**config.mk**
```make
export PLATFORM = sky130hd
export DESIGN_NAME = can_channel_command_decoder_top
export DESIGN_NICKNAME = d
export VERILOG_FILES = /design/src/design/ccd_pkg.sv /design/src/design/can_channel_command_decoder_top.sv /design/src/design/ccd_decode.sv
export SDC_FILE = /design/constraint.sdc
export NUM_CORES = 1
export LEC_CHECK = 0
export BUFFER_PORTS_ARGS = -buffer_cell sky130_fd_sc_hd__buf_2
export CORE_UTILIZATION = 40
export CTS_CLUSTER_SIZE = 20
export DETAILED_ROUTE_END_ITERATION = 16
export SYNTH_ARGS = -nofsm -noshare
export SYNTH_HDL_FRONTEND = slang
export SYNTH_SLANG_ARGS = --single-unit
```
**constraint.sdc**
```tcl
create_clock -name clk_i -period 17.11 [get_ports clk_i]
set_input_delay 0 -clock clk_i [delete_from_list [all_inputs] [get_ports clk_i]]
set_output_delay 0 -clock clk_i [all_outputs]
set_load 0.03 [all_outputs]
```
**src/design/ccd_pkg.sv**
```systemverilog
package ccd_pkg;

  // Default number of output channels.
  localparam int unsigned CHANNELS_DEF = 27;

  // Command opcodes carried in payload byte 0.
  localparam logic [7:0] OP_START     = 8'h10;
  localparam logic [7:0] OP_STOP      = 8'h11;
  localparam logic [7:0] OP_SPEED     = 8'h12;
  localparam logic [7:0] OP_DIRECTION = 8'h13;
  localparam logic [7:0] OP_ESTOP     = 8'h14;
  localparam logic [7:0] OP_PING      = 8'h15;

  localparam logic [7:0] DUTY_FULL = 8'd255;

  // Drive change codes.
  localparam logic [1:0] DRIVE_NONE = 2'd0;
  localparam logic [1:0] DRIVE_ONE  = 2'd1;
  localparam logic [1:0] DRIVE_ALL  = 2'd2;

  // Configuration register indexes.
  localparam int unsigned CFG_IDX_W = 2;
  localparam logic [CFG_IDX_W-1:0] CFG_NODE_ID  = 2'd0;
  localparam logic [CFG_IDX_W-1:0] CFG_CMD_BASE = 2'd1;
  localparam logic [CFG_IDX_W-1:0] CFG_ACK_BASE = 2'd2;
  localparam int unsigned CFG_DATA_W = 11;

  localparam logic [7:0]  NODE_ID_RST  = 8'd1;
  localparam logic [10:0] CMD_BASE_RST = 11'd256;
  localparam logic [10:0] ACK_BASE_RST = 11'd512;

  typedef struct packed {
    logic [10:0] frame_id;
    logic [7:0]  opcode;
    logic [7:0]  channel;
    logic [7:0]  value_low;
    logic [7:0]  value_high;
  } ccd_in_t;

  typedef struct packed {
    logic        addressed;
    logic        ack_valid;
    logic [10:0] ack_id;
    logic [7:0]  ack_opcode;
    logic [7:0]  ack_channel;
    logic [7:0]  ack_value;
    logic [1:0]  drive_kind;
    logic [4:0]  drive_channel;
    logic [7:0]  drive_duty;
    logic [15:0] stored_value;
    logic [31:0] frame_total;
    logic [31:0] wrong_id_total;
  } ccd_out_t;

  typedef struct packed {
    logic [7:0]  node_id;
    logic [10:0] cmd_base;
    logic [10:0] ack_base;
  } ccd_cfg_t;

  // Channel store update requested by one frame.
  typedef struct packed {
    logic        wr;
    logic        clr_all;
    logic [15:0] value;
  } ccd_upd_t;

endpackage

```
**src/design/can_channel_command_decoder_top.sv**
```systemverilog
// Channel   Handshake                Payload
// in        in_valid_i / in_ready_o  in_data_i (ccd_in_t), one received frame
// out       out_valid_o/ out_ready_i out_data_o (ccd_out_t), one result per frame
// cfg       cfg_valid_i/ cfg_ready_o cfg_idx_i, cfg_data_i, always ready
//
// From transfer to result each frame passes an input register, then the decode and
// channel store update into the result register. A new frame is taken every cycle
// unless the output stalls; the rate is set by the single decode stage.
// Reset clears the channel values and counters and loads the default identifiers.
// A stalled output holds its result, and the input stage fills before in_ready_o drops.
module can_channel_command_decoder_top import ccd_pkg::*; #(
  parameter int unsigned CHANNELS = CHANNELS_DEF
) (
  input  logic                  clk_i,
  input  logic                  rst_ni,
  input  logic                  in_valid_i,
  output logic                  in_ready_o,
  input  ccd_in_t               in_data_i,
  output logic                  out_valid_o,
  input  logic                  out_ready_i,
  output ccd_out_t              out_data_o,
  input  logic                  cfg_valid_i,
  output logic                  cfg_ready_o,
  input  logic [CFG_IDX_W-1:0]  cfg_idx_i,
  input  logic [CFG_DATA_W-1:0] cfg_data_i
);

  localparam int unsigned CH_W = (CHANNELS > 1) ? $clog2(CHANNELS) : 1;

  ccd_cfg_t    cfg_q;
  logic        s1_valid_q;
  ccd_in_t     s1_q;
  logic        out_valid_q;
  ccd_out_t    out_q;
  logic [15:0] values_q [CHANNELS];
  logic [31:0] frames_q;
  logic [31:0] wrong_q;

  logic        s1_adv;
  logic        in_fire;
  logic        s1_in_range;
  logic [CH_W-1:0] s1_idx;
  logic [15:0] cur_value;
  ccd_out_t    res;
  ccd_upd_t    upd;

  assign cfg_ready_o = 1'b1;
  assign s1_adv      = s1_valid_q && (!out_valid_q || out_ready_i);
  assign in_ready_o  = !s1_valid_q || s1_adv;
  assign in_fire     = in_valid_i && in_ready_o;
  assign out_valid_o = out_valid_q;
  assign out_data_o  = out_q;

  assign s1_in_range = s1_q.channel < 8'(CHANNELS);
  assign s1_idx      = s1_q.channel[CH_W-1:0];
  assign cur_value   = s1_in_range ? values_q[s1_idx] : 16'd0;

  ccd_decode #(
    .CHANNELS(CHANNELS)
  ) u_decode (
    .item_i     (s1_q),
    .cfg_i      (cfg_q),
    .cur_value_i(cur_value),
    .frames_i   (frames_q),
    .wrong_i    (wrong_q),
    .res_o      (res),
    .upd_o      (upd)
  );

  always_ff @(posedge clk_i or negedge rst_ni) begin
    if (!rst_ni) begin
      cfg_q.node_id  <= NODE_ID_RST;
      cfg_q.cmd_base <= CMD_BASE_RST;
      cfg_q.ack_base <= ACK_BASE_RST;
    end else if (cfg_valid_i) begin
      unique case (cfg_idx_i)
        CFG_NODE_ID:  cfg_q.node_id  <= cfg_data_i[7:0];
        CFG_CMD_BASE: cfg_q.cmd_base <= cfg_data_i;
        CFG_ACK_BASE: cfg_q.ack_base <= cfg_data_i;
        default: begin
        end
      endcase
    end
  end

  always_ff @(posedge clk_i or negedge rst_ni) begin
    if (!rst_ni) begin
      s1_valid_q  <= 1'b0;
      out_valid_q <= 1'b0;
      frames_q    <= 32'd0;
      wrong_q     <= 32'd0;
    end else begin
      if (in_ready_o) begin
        s1_valid_q <= in_valid_i;
      end
      if (s1_adv) begin
        out_valid_q <= 1'b1;
        frames_q    <= res.frame_total;
        wrong_q     <= res.wrong_id_total;
      end else if (out_ready_i) begin
        out_valid_q <= 1'b0;
      end
    end
  end

  always_ff @(posedge clk_i) begin
    if (in_fire) begin
      s1_q <= in_data_i;
    end
    if (s1_adv) begin
      out_q <= res;
    end
  end

  // Channel store: at most one entry written per frame, or all cleared on emergency stop.
  always_ff @(posedge clk_i or negedge rst_ni) begin
    if (!rst_ni) begin
      for (int i = 0; i < CHANNELS; i++) begin
        values_q[i] <= 16'd0;
      end
    end else if (s1_adv) begin
      if (upd.clr_all) begin
        for (int i = 0; i < CHANNELS; i++) begin
          values_q[i] <= 16'd0;
        end
      end else if (upd.wr) begin
        values_q[s1_idx] <= upd.value;
      end
    end
  end

  a_frame_count: assert property (@(posedge clk_i) disable iff (!rst_ni)
    s1_adv |=> frames_q == $past(frames_q) + 32'd1)
    else $error("frame counter did not advance by one");

  a_ack_addressed: assert property (@(posedge clk_i) disable iff (!rst_ni)
    out_valid_q && (out_q.ack_valid || out_q.drive_kind != DRIVE_NONE) |-> out_q.addressed)
    else $error("acknowledge or drive change for a frame of another node");

  a_wrong_step: assert property (@(posedge clk_i) disable iff (!rst_ni)
    s1_adv |=> (wrong_q == $past(wrong_q)) == out_q.addressed)
    else $error("wrong-ID counter out of step with address match");

  a_estop_clear: assert property (@(posedge clk_i) disable iff (!rst_ni)
    s1_adv && upd.clr_all |=> values_q[0] == 16'd0)
    else $error("emergency stop left a channel value");

  a_stall_fill: assert property (@(posedge clk_i) disable iff (!rst_ni)
    s1_valid_q && out_valid_q && !out_ready_i |-> !in_ready_o)
    else $error("input taken while both stages are full and stalled");

endmodule

```
**src/design/ccd_decode.sv**
```systemverilog
module ccd_decode import ccd_pkg::*; #(
  parameter int unsigned CHANNELS = CHANNELS_DEF
) (
  input  ccd_in_t     item_i,
  input  ccd_cfg_t    cfg_i,
  input  logic [15:0] cur_value_i,
  input  logic [31:0] frames_i,
  input  logic [31:0] wrong_i,
  output ccd_out_t    res_o,
  output ccd_upd_t    upd_o
);

  logic        addressed;
  logic        in_range;
  logic [15:0] val;
  logic [7:0]  duty;
  logic [11:0] cmd_id;

  // The command identifier is compared at 12 bits so that a sum above 2047 never matches.
  assign cmd_id    = {1'b0, cfg_i.cmd_base} + {4'b0, cfg_i.node_id};
  assign addressed = {1'b0, item_i.frame_id} == cmd_id;
  assign in_range  = item_i.channel < 8'(CHANNELS);
  assign val       = {item_i.value_high, item_i.value_low};
  assign duty      = (val[15:8] != 8'd0) ? DUTY_FULL : val[7:0];

  always_comb begin
    res_o                = '0;
    upd_o                = '0;
    res_o.addressed      = addressed;
    res_o.frame_total    = frames_i + 32'd1;
    res_o.wrong_id_total = addressed ? wrong_i : wrong_i + 32'd1;
    if (addressed) begin
      unique case (item_i.opcode)
        OP_START, OP_SPEED: begin
          if (in_range) begin
            upd_o.wr            = 1'b1;
            upd_o.value         = val;
            res_o.drive_kind    = DRIVE_ONE;
            res_o.drive_channel = item_i.channel[4:0];
            res_o.drive_duty    = duty;
            res_o.ack_valid     = 1'b1;
            res_o.ack_opcode    = item_i.opcode;
            res_o.ack_channel   = item_i.channel;
            res_o.ack_value     = duty;
          end
        end
        OP_STOP: begin
          if (in_range) begin
            upd_o.wr            = 1'b1;
            res_o.drive_kind    = DRIVE_ONE;
            res_o.drive_channel = item_i.channel[4:0];
            res_o.ack_valid     = 1'b1;
            res_o.ack_opcode    = item_i.opcode;
            res_o.ack_channel   = item_i.channel;
          end
        end
        OP_DIRECTION: begin
          if (in_range) begin
            res_o.ack_valid   = 1'b1;
            res_o.ack_opcode  = item_i.opcode;
            res_o.ack_channel = item_i.channel;
            res_o.ack_value   = item_i.value_low;
          end
        end
        OP_ESTOP: begin
          upd_o.clr_all    = 1'b1;
          res_o.drive_kind = DRIVE_ALL;
        end
        OP_PING: begin
          res_o.ack_valid  = 1'b1;
          res_o.ack_opcode = item_i.opcode;
        end
        default: begin
        end
      endcase
      if (in_range) begin
        if (upd_o.wr || upd_o.clr_all) begin
          res_o.stored_value = upd_o.value;
        end else begin
          res_o.stored_value = cur_value_i;
        end
      end
    end
    if (res_o.ack_valid) begin
      res_o.ack_id = cfg_i.ack_base + {3'b0, cfg_i.node_id};
    end
  end

endmodule

```
# ---- Word level (Yosys, flattened, before mapping)
# Cells that the tools add are included.
dict set report classes {
  n_addsub 4
  order_cmp 3
  reduce_logical 21
  bitwise 1
  mux 32
  n_eq_ne 9
}
# operator count
set op_table {}
lappend op_table {{432-bit two-way mux} 2}
lappend op_table {{432-bit bitwise mux} 1}
lappend op_table {{16-bit two-way mux} 7}
lappend op_table {{16-bit binary-select mux with 5-bit select} 1}
lappend op_table {{16-bit demux with 5-bit select} 1}
lappend op_table {{32-bit by 1-bit adder with 32-bit output (second input constant)} 2}
lappend op_table {{8-bit by 5-bit == test with 1-bit output (second input constant)} 6}
lappend op_table {{39-bit two-way mux} 1}
lappend op_table {{32-bit two-way mux} 1}
lappend op_table {{8-bit one-hot mux with 4 select lines} 1}
lappend op_table {{24-bit two-way mux} 1}
lappend op_table {{8-bit one-hot mux with 3 select lines} 1}
lappend op_table {{18-bit two-way mux} 1}
lappend op_table {{8-bit one-hot mux with 2 select lines} 1}
lappend op_table {{11-bit by 8-bit adder with 12-bit output} 1}
lappend op_table {{11-bit by 12-bit == test with 1-bit output} 1}
lappend op_table {{11-bit by 8-bit adder with 11-bit output} 1}
lappend op_table {{5-bit one-hot mux with 2 select lines} 1}
lappend op_table {{2-bit AND reduction} 5}
lappend op_table {{8-bit by 5-bit < comparator with 1-bit output (second input constant)} 1}
lappend op_table {{1-bit two-way mux} 8}
lappend op_table {{8-bit two-way mux} 1}
lappend op_table {{8-bit nonzero test} 1}
lappend op_table {{6-bit >= comparator (second input constant)} 1}
lappend op_table {{other kinds (16)} 22}
dict set report word_totals {
  in_bits 61
  wordCells 121
  output_inout_bits 135
  ff_bits 703
}

# ---- Longest topological paths before layout
# Gate-level depths: netlist (run 1).
dict set report logic_depth {
  ltp_word 8
  mapped_depth 15
}

# ---- Modules after synthesis
# From an unflattened synthesis (run 1), not the netlist that was laid out.
dict set report unflattened {
  cells_unflattened 3200
  hier_area_um2 35067.4
}
# mod seq_area_each_um2 area_each_um2 cells_each n_inst
set modules_own_cells {}
lappend modules_own_cells {can_channel_command_decoder_top 18471.5 31984.4 2719 1}
lappend modules_own_cells {ccd_decode 0.0 3083.0 481 1}

# ---- Worst setup path after synthesis (run 1)
# Ideal clock, no wire load.
dict set report synth_path {
  kind {register -> register}
  start {register out_valid_q, in the netlist out_valid_o}
  end {register frames_q[22]}
  setup_slack_ps 11486
  n_path_buf 2
  stages_incl_launch_ff 8
  arrival_time_ps 5490
  period_less_slack_ps 5624
  cell_sequence {dfrtp_1 nand2b_1 nand2_1 clkinv_1 clkbuf_1 buf_1 nand2_1 xnor2_1}
}
dict set report synth_between {
  elab_chain_cells 3
}
# item line
set synth_lines {}
lappend synth_lines {{from (decl)} can_channel_command_decoder_top.sv:33} ;# logic out_valid_q;
lappend synth_lines {{from (signal assigned)} can_channel_command_decoder_top.sv:89} ;# out_valid_q <= 1'b0;
lappend synth_lines {{from (signal assigned)} can_channel_command_decoder_top.sv:97} ;# out_valid_q <= 1'b1;
lappend synth_lines {{from (signal assigned)} can_channel_command_decoder_top.sv:101} ;# out_valid_q <= 1'b0;
lappend synth_lines {{1-bit logical NOT} can_channel_command_decoder_top.sv:48} ;# assign s1_adv = s1_valid_q && (!out_valid_q || out_ready_i);
lappend synth_lines {{1-bit logical OR} can_channel_command_decoder_top.sv:48}
lappend synth_lines {{1-bit logical AND} can_channel_command_decoder_top.sv:48}
lappend synth_lines {{net s1_adv} can_channel_command_decoder_top.sv:39} ;# logic s1_adv;
lappend synth_lines {{to (signal assigned)} can_channel_command_decoder_top.sv:98} ;# frames_q <= res.frame_total;
lappend synth_lines {{to (decl)} can_channel_command_decoder_top.sv:36} ;# logic [31:0] frames_q;
# The timed path passes the listed nets, and every way through them passes these cells.
# A chain may end at the register's enable or synchronous reset.

# ---- Worst setup path in the final report (run 1)
dict set report layout_path {
  start {register cfg_q[22] (netlist name)}
  end {register values_q[375] (netlist name)}
}
dict set report layout_between {
  elab_chain_cells 6
  word_cells_on_any_way 8
}
# item line
set layout_lines {}
lappend layout_lines {{from (decl)} can_channel_command_decoder_top.sv:30} ;# ccd_cfg_t cfg_q;
lappend layout_lines {{11-bit by 8-bit adder with 12-bit output *} ccd_decode.sv:20} ;# assign cmd_id = {1'b0, cfg_i.cmd_base} + {4'b0, cfg_i.node_id};
lappend layout_lines {{11-bit by 12-bit == test with 1-bit output *} ccd_decode.sv:21} ;# assign addressed = {1'b0, item_i.frame_id} == cmd_id;
lappend layout_lines {{18-bit two-way mux *} ccd_decode.sv:32} ;# if (addressed) begin
lappend layout_lines {{432-bit bitwise mux} can_channel_command_decoder_top.sv:127} ;# values_q[s1_idx] <= upd.value;
lappend layout_lines {{432-bit two-way mux} can_channel_command_decoder_top.sv:126} ;# end else if (upd.wr) begin
lappend layout_lines {{432-bit two-way mux} can_channel_command_decoder_top.sv:122} ;# if (upd.clr_all) begin
lappend layout_lines {{to (signal, indexed assignment)} can_channel_command_decoder_top.sv:127}
lappend layout_lines {{to (decl)} can_channel_command_decoder_top.sv:35} ;# logic [15:0] values_q [CHANNELS];
# Every way passes the cells marked *; elsewhere a longest branch is shown, timed or not. The select of a mux whose other input is x is not followed.

==> results of run 1 <==
==> cells by family after synthesis <==
kind of cell | synth area share
other | 0.000234
flip-flops | 0.575
multiplexers | 0.0912
AND/OR/NAND/NOR | 0.0890
AO/OA/AOI/OAI | 0.161
adder cells (fa/ha/maj) | 0.00826
XOR/XNOR | 0.0395
buffers and inverters | 0.0360
==> state kept, by name, summed over array words and instances, names as in the netlist <==
name         cells
out_valid_o      1
wrong_q         32
frames_q        32
out_data_o     132
s1_q            38
s1_idx           5
values_q       432
cfg_q           30
s1_valid_q       1
==> cell usage after synthesis, types with 5 or more instances <==
library cell  number  share of area
dfrtp_1          525           0.41
o21ai_0          424          0.066
a22o_1           215          0.059
edfxtp_1         175           0.16
clkbuf_1         161          0.019
nand2_1          142          0.017
mux4_2           101          0.071
xnor2_1           94          0.026
nor3_1            92          0.014
nand3_1           79          0.012
a21oi_1           73          0.011
nor2_1            72         0.0084
o21ai_1           56         0.0087
xor2_1            51          0.014
and2_1            38         0.0074
mux2_2            35          0.012
or3_1             29         0.0056
mux2i_1           26         0.0081
and3_1            25         0.0049
buf_1             25         0.0029
buf_6             23         0.0081
a22oi_1           20         0.0047
buf_2             20         0.0031
ha_1              18         0.0070
or4_1             18         0.0042
o211ai_1          15         0.0035
inv_1             13         0.0015
nand4_1           13         0.0025
nor2b_1           11         0.0021
nor4_1             7         0.0014
a21o_1             6         0.0014
nand2b_1           6         0.0012
a31oi_1            5        0.00097
==> worst max-delay path by stage <==
stage / startpoint / to / depth (start not counted)
2_1_floorplan: out_valid_o / frames_q[22] / 7
3_3_place_gp: cfg_q[22] / values_q[372] / 11
3_5_place_dp: cfg_q[22] / values_q[375] / 11
4_1_cts: cfg_q[22] / values_q[371] / 11
5_1_grt: cfg_q[22] / values_q[375] / 11
6_report: cfg_q[22] / values_q[375] / 11
==> final cells by class <==
type                       count  area (um^2)
multi-input combinational   1724        12500
timing repair buffer         296         1940
antenna                        1         2.50
clock inverter                37          448
tap                         1050         1310
fill                        6989        42400
inverter                      16         65.1
clock buffer                 104         2140
sequential                   703        18500
==> power breakdown <==
part / switching, mW / internal, mW / total [mW]
Combinational: 0.249 / 0.139 / 0.388
Clock: 0.700 / 1.00 / 1.70
Sequential: 0.0439 / 1.80 / 1.84
Total: 0.993 / 2.94 / 3.93
==> cells in the final DEF, fill, tap and decap left out, types with 29 or more instances in the layout <==
cell	n
a21oi_1	73
a22o_1	215
and2_1	37
buf_2	193
buf_4	36
clkbuf_16	79
dfrtp_1	525
dlygate4sd3_1	63
edfxtp_1	175
mux2_2	35
mux4_2	101
nand2_1	141
nand3_1	79
nor2_1	72
nor3_1	91
o21ai_0	424
o21ai_1	56
or3_1	29
xnor2_1	94
xor2_1	51
==> metal layers <==
layer | wire length, um | global-route usage
met5 | 0 | 0
met4 | 5070 | 0.117
met3 | 8870 | 0.0650
met2 | 46800 | 0.382
met1 | 39400 | 0.312
==> what timing repair did <==
action / CTS / global route
hold buffers: 63 / 0
hold endpoints to repair: 183 / 0
setup endpoints to repair: 0 / 0
resized for setup: 0 / 0
==> metrics.txt, run 1 <==
# TYPE chip_impl_metric gauge
chip_impl_metric{name="area_growth_syn_to_layout",unit="%"} 14.9
chip_impl_metric{name="clkSinkCount",unit=""} 703
chip_impl_metric{name="wire_length_of_the_first_global_routing_pass",unit="um"} 151000
chip_impl_info{name="worstSetupPathType",value="reg -> reg"} 1
chip_impl_metric{name="placementRows",unit=""} 103
chip_impl_metric{name="number_of_placed_instances_taps_included",unit=""} 3726
chip_impl_metric{name="setup-tns-final",unit="ns"} 0
chip_impl_metric{name="hold_viol_final",unit=""} 0
chip_impl_metric{name="worstSkewPairLatency",unit="ns"} 0.65
chip_impl_metric{name="timing.hold.ws",unit="ns"} 0.0360
chip_impl_info{name="crit-reg2reg-capture",value="values_q[375]"} 1
chip_impl_metric{name="routed-via-count",unit=""} 24000
chip_impl_metric{name="synth_warnings",unit=""} 0
chip_impl_metric{name="fin_util",unit=""} 0.466
chip_impl_info{name="holdCritPathClass",value="in -> async"} 1
chip_impl_metric{name="cp.required",unit="ns"} 17.62
chip_impl_metric{name="design_area",unit="mm^2"} 0.0369
chip_impl_metric{name="placed_cell_area",unit="mm^2"} 0.0337
chip_impl_metric{name="grt_usage",unit=""} 0.243
chip_impl_metric{name="floorplan.core_area",unit="mm^2"} 0.0793
chip_impl_metric{name="floorplan.die_area",unit="mm^2"} 0.0814
chip_impl_info{name="worst_path_max_delay_cell",value="or4_1"} 1
chip_impl_metric{name="drv.max_cap_violation_count",unit=""} 0
chip_impl_metric{name="slowest_delay",unit="ns"} 0.93
chip_impl_metric{name="worst-r2r-setup-slack",unit="ns"} 12.05
chip_impl_metric{name="syn-instance-count",unit=""} 2670
chip_impl_metric{name="deepest_clock_path_buffer_count",unit=""} 3
chip_impl_metric{name="final.min_clock_period",unit="ns"} 5.06
chip_impl_metric{name="antenna_left",unit=""} 0
chip_impl_metric{name="final.setup_skew",unit="ns"} 0.0292
chip_impl_metric{name="slew_headroom",unit=""} 0.182
chip_impl_metric{name="clock.fmax",unit="MHz"} 198
chip_impl_metric{name="drc",unit=""} 0
chip_impl_info{name="timing.critical_path.to_type",value="register"} 1
chip_impl_metric{name="synth_area",unit="mm^2"} 0.0321
chip_impl_info{name="path_cells",value="ha_1, fa_1, a211oi_1, o21a_1, nor4_1, o2111ai_1, or4_4, buf_12, buf_4, or4_1, a22o_1"} 1
chip_impl_metric{name="worst_r2r_path_depth",unit=""} 11
chip_impl_metric{name="clkSlewWorstSetupHoldPaths",unit="ns"} 0.06
chip_impl_metric{name="dp_worst_setup_slack",unit="ns"} 12.10
chip_impl_metric{name="gpl.final_weighted_congestion",unit=""} 0.930
chip_impl_metric{name="irDropWorstVdd",unit="uV"} 71.1
chip_impl_metric{name="fp.dieH",unit="um"} 285
chip_impl_metric{name="post_synth.cell_area_avg",unit="um^2"} 12.0
chip_impl_info{name="path_delay_family",value="simple AND/OR/NAND/NOR gates"} 1
chip_impl_metric{name="hpwl",unit="um"} 61600
chip_impl_metric{name="power-per-cell-area",unit="mW/mm^2"} 107
chip_impl_metric{name="final_layout_size_suffix_gt1_frac",unit=""} 0.176
chip_impl_metric{name="yosys_register_bits",unit=""} 703
chip_impl_info{name="rsz_0062_raised_after_global_routing",value="false"} 1
chip_impl_info{name="startpoint_type",value="register"} 1
chip_impl_metric{name="stdcell_count",unit=""} 3931
chip_impl_metric{name="first_iter_violations",unit=""} 2720
chip_impl_metric{name="synth-edff-count",unit=""} 175
chip_impl_metric{name="yosysSeqAreaShare",unit=""} 0.575
chip_impl_metric{name="drt-vias-per-instance",unit=""} 6.11
chip_impl_metric{name="num-nets-final",unit=""} 2899
chip_impl_metric{name="synthDistinctLibCells",unit=""} 62
chip_impl_metric{name="final-setup-viol-count",unit=""} 0
chip_impl_info{name="result_of_the_run",value="finished clean"} 1
chip_impl_metric{name="timing.critical_path.arrival",unit="ns"} 5.57
chip_impl_metric{name="ctsHtreeMaxLevel",unit=""} 3
chip_impl_metric{name="async_flop_share",unit=""} 0.751
chip_impl_info{name="tritoncts_clock_tree",value="built"} 1
chip_impl_metric{name="layout_worst_path_cycle_share",unit=""} 0.296
chip_impl_metric{name="globalRoute.totalOverflow",unit=""} 0
chip_impl_metric{name="portBuffers",unit=""} 194
chip_impl_metric{name="totalWireLength",unit="um"} 100000
chip_impl_metric{name="floorplan.initialDensity",unit=""} 0.405
chip_impl_metric{name="drt_first_pass_iters",unit=""} 6
chip_impl_metric{name="route.detailed.wl_per_inst",unit="um"} 25.5
chip_impl_metric{name="total_power",unit="mW"} 3.93
chip_impl_info{name="root_buffer",value="clkbuf_16"} 1
chip_impl_metric{name="path_max_fanout",unit=""} 226
chip_impl_info{name="synth_flop_cell",value="dfrtp_1"} 1
chip_impl_metric{name="worst-slew-pin-transition",unit="ns"} 1.23
chip_impl_metric{name="postCtsSetupBuffers",unit=""} 0
chip_impl_metric{name="cts_buffers",unit=""} 77
chip_impl_info{name="timing.rr.start",value="cfg_q[22]"} 1
chip_impl_metric{name="static-leakage-power",unit="nW"} 15.3
chip_impl_metric{name="die_width",unit="um"} 285
chip_impl_metric{name="num_io_pins",unit=""} 196
chip_impl_metric{name="worst_slack",unit="ns"} 12.05
chip_impl_metric{name="grt_start_max_net_pins",unit=""} 227
chip_impl_metric{name="antenna_found_initial",unit=""} 1
chip_impl_metric{name="grt_pass1_vias",unit=""} 24100
chip_impl_metric{name="cp.buffers_inverters",unit=""} 2
chip_impl_metric{name="timing_max_transition_violations_final",unit=""} 0
Note: power is estimated with default switching activity, not from simulation.
==> run 2: changes to the inputs <==
==> constraint.sdc (replaced) <==
create_clock -name clk_i -period 5.2 [get_ports clk_i]
set_input_delay 0 -clock clk_i [delete_from_list [all_inputs] [get_ports clk_i]]
set_output_delay 0 -clock clk_i [all_outputs]
set_load 0.03 [all_outputs]
==> run 2 against run 1 <==
Against the previous run: clock power grew to 3.1 times the previous value; setup slack worse by 11 ns; sequential share of layout area hardly changed; core utilization hardly changed; non-clock buffer count is 16 higher; combinational power grew to 3.3 times the previous value; fmax is 16% higher; first-iteration DRC count is 3.7% lower; critical endpoint is now values_q[347]; highest routed layer is now met5.
==> metrics.txt, run 2 (synthesis results as in run 1) <==
# TYPE chip_impl_metric gauge
chip_impl_metric{name="fin_util",unit=""} 0.465
chip_impl_metric{name="gpl.final_weighted_congestion",unit=""} 0.924
chip_impl_metric{name="floorplan.die_area",unit="mm^2"} 0.0814
chip_impl_metric{name="deepest_clock_path_buffer_count",unit=""} 3
chip_impl_metric{name="static-leakage-power",unit="nW"} 15.3
chip_impl_metric{name="clkSinkCount",unit=""} 703
chip_impl_metric{name="route.detailed.wl_per_inst",unit="um"} 25.4
chip_impl_metric{name="worstSkewPairLatency",unit="ns"} 0.63
chip_impl_info{name="tritoncts_clock_tree",value="built"} 1
chip_impl_metric{name="met1_usage",unit=""} 0.311
chip_impl_metric{name="globalRoute.totalOverflow",unit=""} 0
chip_impl_metric{name="floorplan.initialDensity",unit=""} 0.405
chip_impl_metric{name="groute.layer.met2.usage",unit=""} 0.378
chip_impl_info{name="root_buffer",value="clkbuf_16"} 1
chip_impl_metric{name="ctsResizeCount",unit=""} 0
chip_impl_metric{name="wire_length_of_the_first_global_routing_pass",unit="um"} 151000
chip_impl_metric{name="drt-vias-per-instance",unit=""} 6.09
chip_impl_metric{name="grt_usage",unit=""} 0.242
chip_impl_info{name="final_cell_mix",value="525 x dfrtp_1, 424 x o21ai_0, 215 x a22o_1, 193 x buf_2, 175 x edfxtp_1"} 1
chip_impl_metric{name="num_io_pins",unit=""} 196
chip_impl_info{name="worstSetupPathType",value="reg -> reg"} 1
chip_impl_metric{name="ctsHtreeMaxLevel",unit=""} 3
chip_impl_metric{name="drc",unit=""} 0
chip_impl_metric{name="cts_buffers",unit=""} 75
chip_impl_metric{name="postCtsSetupBuffers",unit=""} 0
chip_impl_metric{name="antenna_found_initial",unit=""} 2
chip_impl_metric{name="fp.dieH",unit="um"} 285
chip_impl_info{name="startpoint_type",value="register"} 1
chip_impl_metric{name="worst-r2r-setup-slack",unit="ns"} 0.83
chip_impl_metric{name="clock.fmax",unit="MHz"} 229
chip_impl_metric{name="global_route.usage.met3",unit=""} 0.0631
chip_impl_metric{name="hold_viol_final",unit=""} 0
chip_impl_metric{name="timing_max_transition_violations_final",unit=""} 0
chip_impl_metric{name="grt_pass1_vias",unit=""} 23900
chip_impl_metric{name="antenna_left",unit=""} 0
chip_impl_metric{name="totalWireLength",unit="um"} 100000
chip_impl_info{name="top_reg_by_flops",value="values_q"} 1
chip_impl_info{name="timing.rr.start",value="cfg_q[22]"} 1
chip_impl_metric{name="hpwl",unit="um"} 62200
chip_impl_metric{name="path_max_fanout",unit=""} 75
chip_impl_metric{name="slew_headroom",unit=""} 0.269
chip_impl_metric{name="placementRows",unit=""} 103
chip_impl_metric{name="drt_first_pass_iters",unit=""} 7
chip_impl_metric{name="grt_start_max_net_pins",unit=""} 137
chip_impl_metric{name="clkSlewWorstSetupHoldPaths",unit="ns"} 0.06
chip_impl_info{name="mostFrequentLayoutCell",value="dfrtp_1"} 1
chip_impl_info{name="rsz_0062_raised_after_global_routing",value="false"} 1
chip_impl_metric{name="n_fill_cell",unit=""} 7067
chip_impl_metric{name="largest_register_ff_count",unit=""} 432
chip_impl_metric{name="timing.critical_path.arrival",unit="ns"} 4.90
chip_impl_metric{name="final-setup-viol-count",unit=""} 0
chip_impl_metric{name="num-nets-final",unit=""} 2913
chip_impl_metric{name="final.setup_skew",unit="ns"} 0.0313
chip_impl_metric{name="layout_worst_path_cycle_share",unit=""} 0.840
chip_impl_info{name="crit-reg2reg-capture",value="values_q[347]"} 1
chip_impl_metric{name="irDropWorstVdd",unit="uV"} 202
chip_impl_metric{name="cp.required",unit="ns"} 5.74
chip_impl_metric{name="floorplan.core_area",unit="mm^2"} 0.0793
chip_impl_metric{name="first_iter_violations",unit=""} 2620
chip_impl_metric{name="power-per-cell-area",unit="mW/mm^2"} 340
chip_impl_metric{name="worst-slew-pin-transition",unit="ns"} 1.10
chip_impl_metric{name="routed-via-count",unit=""} 24000
chip_impl_info{name="timing.critical_path.to_type",value="register"} 1
chip_impl_metric{name="die_width",unit="um"} 285
chip_impl_metric{name="final_layout_size_suffix_gt1_frac",unit=""} 0.180
chip_impl_metric{name="portBuffers",unit=""} 194
chip_impl_info{name="grt_busiest_layer",value="met2"} 1
chip_impl_metric{name="final.min_clock_period",unit="ns"} 4.37
chip_impl_metric{name="drv.max_cap_violation_count",unit=""} 0
chip_impl_metric{name="setup-tns-final",unit="ns"} 0
chip_impl_info{name="holdCritPathClass",value="in -> async"} 1
chip_impl_metric{name="timing.hold.ws",unit="ns"} 0.0532
chip_impl_metric{name="area_growth_syn_to_layout",unit="%"} 14.9
chip_impl_info{name="result_of_the_run",value="finished clean"} 1
chip_impl_metric{name="worst_r2r_path_depth",unit=""} 10
-- run 2: worst max-delay path by stage --
stage / startpoint / endpoint / slack (ns) / depth (start not counted)
after detailed placement: cfg_q[22] / values_q[347] / 0.90 / 10
after global routing: cfg_q[22] / values_q[329] / 0.61 / 10
after global placement: cfg_q[22] / values_q[326] / 0.84 / 10
final: cfg_q[22] / values_q[347] / 0.83 / 10
after CTS: cfg_q[22] / values_q[347] / 0.87 / 10
after floorplan: out_valid_o / frames_q[22] / 0.1 / 7
-- run 2: layer usage --
layer / part of all wire / vias up
li1: - / 10200
met4: 0.057 / 2
met1: 0.39 / 12300
met3: 0.089 / 309
met2: 0.46 / 1182
met5: 0.00013 / -
-- run 2: cell type report --
| class | count | area [um^2] | area share |
|---|---|---|---|
| clock buffers | 116 | 2250 | 0.0611 |
| diodes | 2 | 5.00 | 0.000136 |
| inverters | 16 | 65.1 | 0.00176 |
| multi-input cells | 1724 | 12500 | 0.339 |
| repair buffers | 312 | 2130 | 0.0578 |
| flip-flops and latches | 703 | 18500 | 0.501 |
| clock inverters | 21 | 134 | 0.00363 |
| well taps | 1050 | 1310 | 0.0356 |
-- run 2: report_power, final --
part | switching, mW | internal (mW)
registers | 0.146 | 5.91
clock network | 2.23 | 2.99
logic | 0.809 | 0.458
-- run 2: critical path, cell delays in order, from the launching register on --
cell,delay [ns]
dfstp_2,0.54
ha_1,0.18
fa_1,0.43
xnor2_1,0.22
o211ai_1,0.12
nor3_1,0.20
o2111ai_1,0.13
or4_4,0.84
buf_4,0.38
or4_1,0.90
o21ai_0,0.30
-- run 2: timing repair --
item                                   4_1_cts  5_1_grt
hold buffers                                61        0
endpoints found under the hold margin      183        0
setup endpoints to repair                    0        0
-- run 2: metrics by stage --
stage / cell area, um^2 / cells / setup slack, ns / power [mW]
floorplan: 32100 / 2676 / 0.0975 / 6.97
global placement: 33900 / 3744 / 0.844 / 7.36
detailed placement: 33900 / 3744 / 0.900 / 7.38
CTS: 36900 / 3942 / 0.869 / 12.6
global route: 36900 / 3942 / 0.607 / 13.0
finish: 36900 / 3944 / 0.834 / 12.5
